## config.mk

```make
export PLATFORM = sky130hd
export DESIGN_NAME = ffca_ram
export DESIGN_NICKNAME = d
export VERILOG_FILES = /design/src/sv/ffca_ram.sv
export SDC_FILE = /design/constraint.sdc
export NUM_CORES = 2
export LEC_CHECK = 0
export ABC_CLOCK_PERIOD_IN_PS = 2500
export BUFFER_PORTS_ARGS = -buffer_cell sky130_fd_sc_hd__buf_2
export CORE_UTILIZATION = 40
export CTS_CLUSTER_SIZE = 40
export DETAILED_ROUTE_END_ITERATION = 6
export GPL_TIMING_DRIVEN = 1
export PLACE_DENSITY = 0.53
export RECOVER_POWER = 50
export SKIP_LAST_GASP = 1
export SYNTH_ARGS = -nofsm -noshare
export SYNTH_HDL_FRONTEND = slang
export SYNTH_SLANG_ARGS = --single-unit
```

## constraint.sdc

```tcl
create_clock -name clk -period 2.5 [get_ports clk]
set_input_delay 0.125 -clock clk [delete_from_list [all_inputs] [get_ports clk]]
set_output_delay 0.125 -clock clk [all_outputs]
set_load 0.01 [all_outputs]
```

## src/sv/ffca_ram.sv

```systemverilog
// ffca_ram: generic single-write, single-read RAM with registered read data.
// Stand-alone; no package needed.
`timescale 1ns / 1ps
`default_nettype none
module ffca_ram #(
    parameter int WIDTH = 8,
    parameter int DEPTH = 256
) (
    input  wire logic                     clk,
    input  wire logic                     wr_en,
    input  wire logic [$clog2(DEPTH)-1:0] wr_addr,
    input  wire logic [WIDTH-1:0]         wr_data,
    input  wire logic [$clog2(DEPTH)-1:0] rd_addr,
    output logic      [WIDTH-1:0]         rd_data
);

    logic [WIDTH-1:0] mem [DEPTH];

    always_ff @(posedge clk)
    begin
        if (wr_en)
        begin
            mem[wr_addr] <= wr_data;
        end
        rd_data <= mem[rd_addr];
    end

endmodule
`default_nettype wire

```

==> summary.md <==
| Metric | Value |
|---|---|
| Latest clock arrival within the worst-skew pair | `860 ps` |
| Synth Area in Simple Gates | `2.63%` |
| Fin crit period | `2500 ps` |
| GR Overflow Total | `0` |
| Num Clock Sinks | `2056` |
| Max Buffers Root-to-Sink | `3` |
| Tightest Pin Transition | `2360 ps` |
| Routed Wire Length | `210000 microns` |
| Multiplexer share of the synthesized area | `14.6%` |
| PortBufs | `33` |
| Nets | `4461` |
| Yosys top cell area share | `77.3%` |
| H-tree depth | `4` |
| Fin Clk Skew | `36.7 ps` |
| Min Hold Slack | `93.7 ps` |
| Slew Limit Fails | `616` |
| Worst setup SP type | `register` |
| Number of remaining DRC errors | `0` |
| Core area | `0.197 sq mm` |
| Largest net degree at the start of global routing | `99` |
| Clk slew on worst S/H paths | `60 ps` |
| DR iter-0 viols | `3874` |
| Initial antenna violation count | `11` |
| Fraction of layout cells with a size suffix above 1 | `32.0%` |
| Fin Setup TNS | `-0.782 ps` |
| Die W | `448 microns` |
| # rows | `163` |
| Critical path required time | `3180 ps` |
| Clk Tree Root Cell | `clkbuf_16` |
| Synth area leaders | `edfxtp_1 77%, mux4_2 13%, mux2i_1 1.7%` |
| Global-route wire length before repair | `301000 microns` |
| Pre-antenna DRT Iters | `6` |
| Die area | `0.201 sq mm` |
| CTS tree | `done` |
| Arrival time at the worst endpoint | `3180 ps` |
| Synthesized cell area | `0.0796 sq mm` |
| Routed Antenna Nets | `0` |
| Post-DR wirelength/cell | `28.9 microns` |
| Maximum net fanout on the critical path | `1` |
| Routability Congestion | `0.820` |
| Cells after Synth | `3733` |
| Maximum vdd drop | `0.000529 V` |
| P&R area growth vs syn | `18.8%` |
| Hold/Removal Path Class | `primary input to register` |
| GRT Total Usage | `21.0%` |
| LEAKAGE | `0.0304 uW` |
| WS Path Type | `register to register` |
| I/O Pins | `34` |
| Compound-cell area share of the yosys netlist | `3.42%` |
| Setup Viol. Count Final | `1` |
| DR vias | `40226` |
| FF+latch count, synth | `2056` |
| Place WS | `-962 ps` |
| Status | `finished with violations` |
| F_max | `0.400 GHz` |
| Worst Setup End Kind | `register` |
| Post-Syn Nets | `3759` |
| Largest family of logic cells by synthesized area | `multiplexers` |
| Dpl hpwl | `137000 microns` |
| Final Hold Vio Count | `0` |
| Setup ws final | `-0.782 ps` |
| TritonCTS Buffers | `214` |
| Largest area contributor in the netlist | `edfxtp_1` |
| Failing checks | `max-capacitance violations, max-slew violations, negative setup slack` |
| Synth Area in Adders | `0%` |
| Via count of the first global-routing pass | `40913` |
| Avg Inst Size Synth | `21.3 sq um` |
| Pwr/cell area | `768 mW/mm^2` |
| Initial Util | `40.3%` |
| Cell variety after synth | `55` |
| Die Y | `448 microns` |
| Seq/Total Area, Yosys | `77.5%` |
| Vias/cell | `5.55` |
| Slew margin rel. | `-57.3%` |
| YS warnings | `0` |
| XOR/XNOR Fraction of Synth Area | `0%` |
| Crit share post-route | `100%` |
| Max-cap violations | `9` |
-- critical path, cell delays in order (launching register included) --
cell      delay (ps)
edfxtp_1         390
mux4_2           500
mux4_2           530
nor2b_1          210
nor4_2           480
buf_4            200
nor4_2            40
-- area by class of cell --
type,instances,area [sq um]
Inverter,2,7.51
Tap cell,2640,3300
Timing Repair Buffer,719,6200
Multi-Input combinational cell,1442,16600
Antenna cell,3,7.51
Clock buffer,274,5650
Clock inverter,118,1040
Fill cell,16460,103000
Sequential cell,2056,61700
-- path summary, 6_finish.rpt --
| check | endpoint | slack, ps | startpoint | cells after the start |
|---|---|---|---|---|
| min | mem[110][0] | 90 | wr_addr[4] | 5 |
| max reg2reg | rd_data[0] | -0.8 | mem[82][0] | 6 |
| max | rd_data[0] | -0.8 | mem[82][0] | 6 |
| min reg2reg | rd_data[3] | 1170 | mem[54][3] | 6 |
-- kinds of logic after synthesis --
group | count (synthesis)
compound gates | 385
mux | 591
simple gates | 466
flops | 2056
buf+inv | 235
-- cell usage after synthesis, drive strengths merged --
cell type  count
nor4b          1
clkinv         1
or2            4
o311ai         1
a22oi        133
o21ai         12
a21oi         96
inv            1
and2           6
a311oi         2
o22ai         28
nor2         282
or2b           1
o221ai        47
mux2           1
a211oi        16
a22o           8
nand4         10
a2111oi        5
edfxtp      2048
mux4         456
a221oi        14
buf          122
dfxtp          8
or3b           1
nor2b         31
nor4          27
nand3b         2
mux2i        134
a31oi          2
and3b          2
nand3         34
clkbuf       111
o22a           5
nand2         33
o211ai        10
and3           1
o32ai          5
nor3          22
nor3b          1
a21boi         1
nand2b         8
-- repair_timing --
action | in CTS | in global routing
endpoints found under the setup margin | 8 | 5
hold buffers | 14 | 0
gates cloned | 0 | 0
endpoints found under the hold margin | 1073 | 0
resized for setup | 13 | 9
setup buffers | 0 | 0
-- cell usage in the layout, fill, tap and decap left out, types with 8 or more instances in the layout --
| cell type | n |
|---|---|
| a22o_1 | 8 |
| buf_4 | 581 |
| nand2_1 | 33 |
| a22oi_1 | 133 |
| a211oi_1 | 15 |
| buf_2 | 21 |
| o22ai_1 | 28 |
| a21oi_1 | 96 |
| buf_12 | 69 |
| o221ai_1 | 46 |
| nor4_2 | 8 |
| clkbuf_4 | 8 |
| nor4_1 | 17 |
| clkinv_2 | 38 |
| o21ai_0 | 10 |
| edfxtp_1 | 2048 |
| mux4_2 | 454 |
| nor3_1 | 15 |
| bufinv_16 | 14 |
| nand4_1 | 10 |
| a221oi_1 | 13 |
| nand2b_1 | 8 |
| clkbuf_1 | 64 |
| dfxtp_1 | 8 |
| clkbuf_16 | 216 |
| nand3_1 | 31 |
| dlygate4sd3_1 | 14 |
| mux2i_1 | 134 |
| clkbuf_2 | 13 |
| nor2_1 | 279 |
| clkinv_1 | 51 |
| o211ai_1 | 10 |
| nor2b_1 | 28 |
-- power by group --
group | switching, uW | leakage [uW] | internal [uW]
Combinational | 2410 | 0.00869 | 1580
Sequential | 53.6 | 0.0185 | 38000
Clock | 13200 | 0.00327 | 17400
Total | 15600 | 0.0304 | 57000
-- registers in the layout (all words and copies together), names as in the netlist --
register,flops
mem,2048
rd_data,8
-- metal layers --
metal  vias up  part of all wire (%)  GRT usage (%)
met4         0                   1.9           4.68
met2      1202                    49           34.4
li1      17133                     -              -
met1     21631                    43           30.0
met5         -                     0              0
met3       260                   5.4           3.03
-- metrics by stage --
step / cells / util [%] / power (uW) / cell area [sq um]
floorplan: 3733 / - / 40600 / 79600
finish: 7254 / 47.9 / 72600 / 94500
CTS: 7251 / 48.0 / 73300 / 94700
global placement: 6844 / 44.5 / 42800 / 87800
global route: 7252 / 47.9 / 74700 / 94500
detailed placement: 6845 / 44.5 / 42800 / 87800
Note: power is estimated with default switching activity, not from simulation.
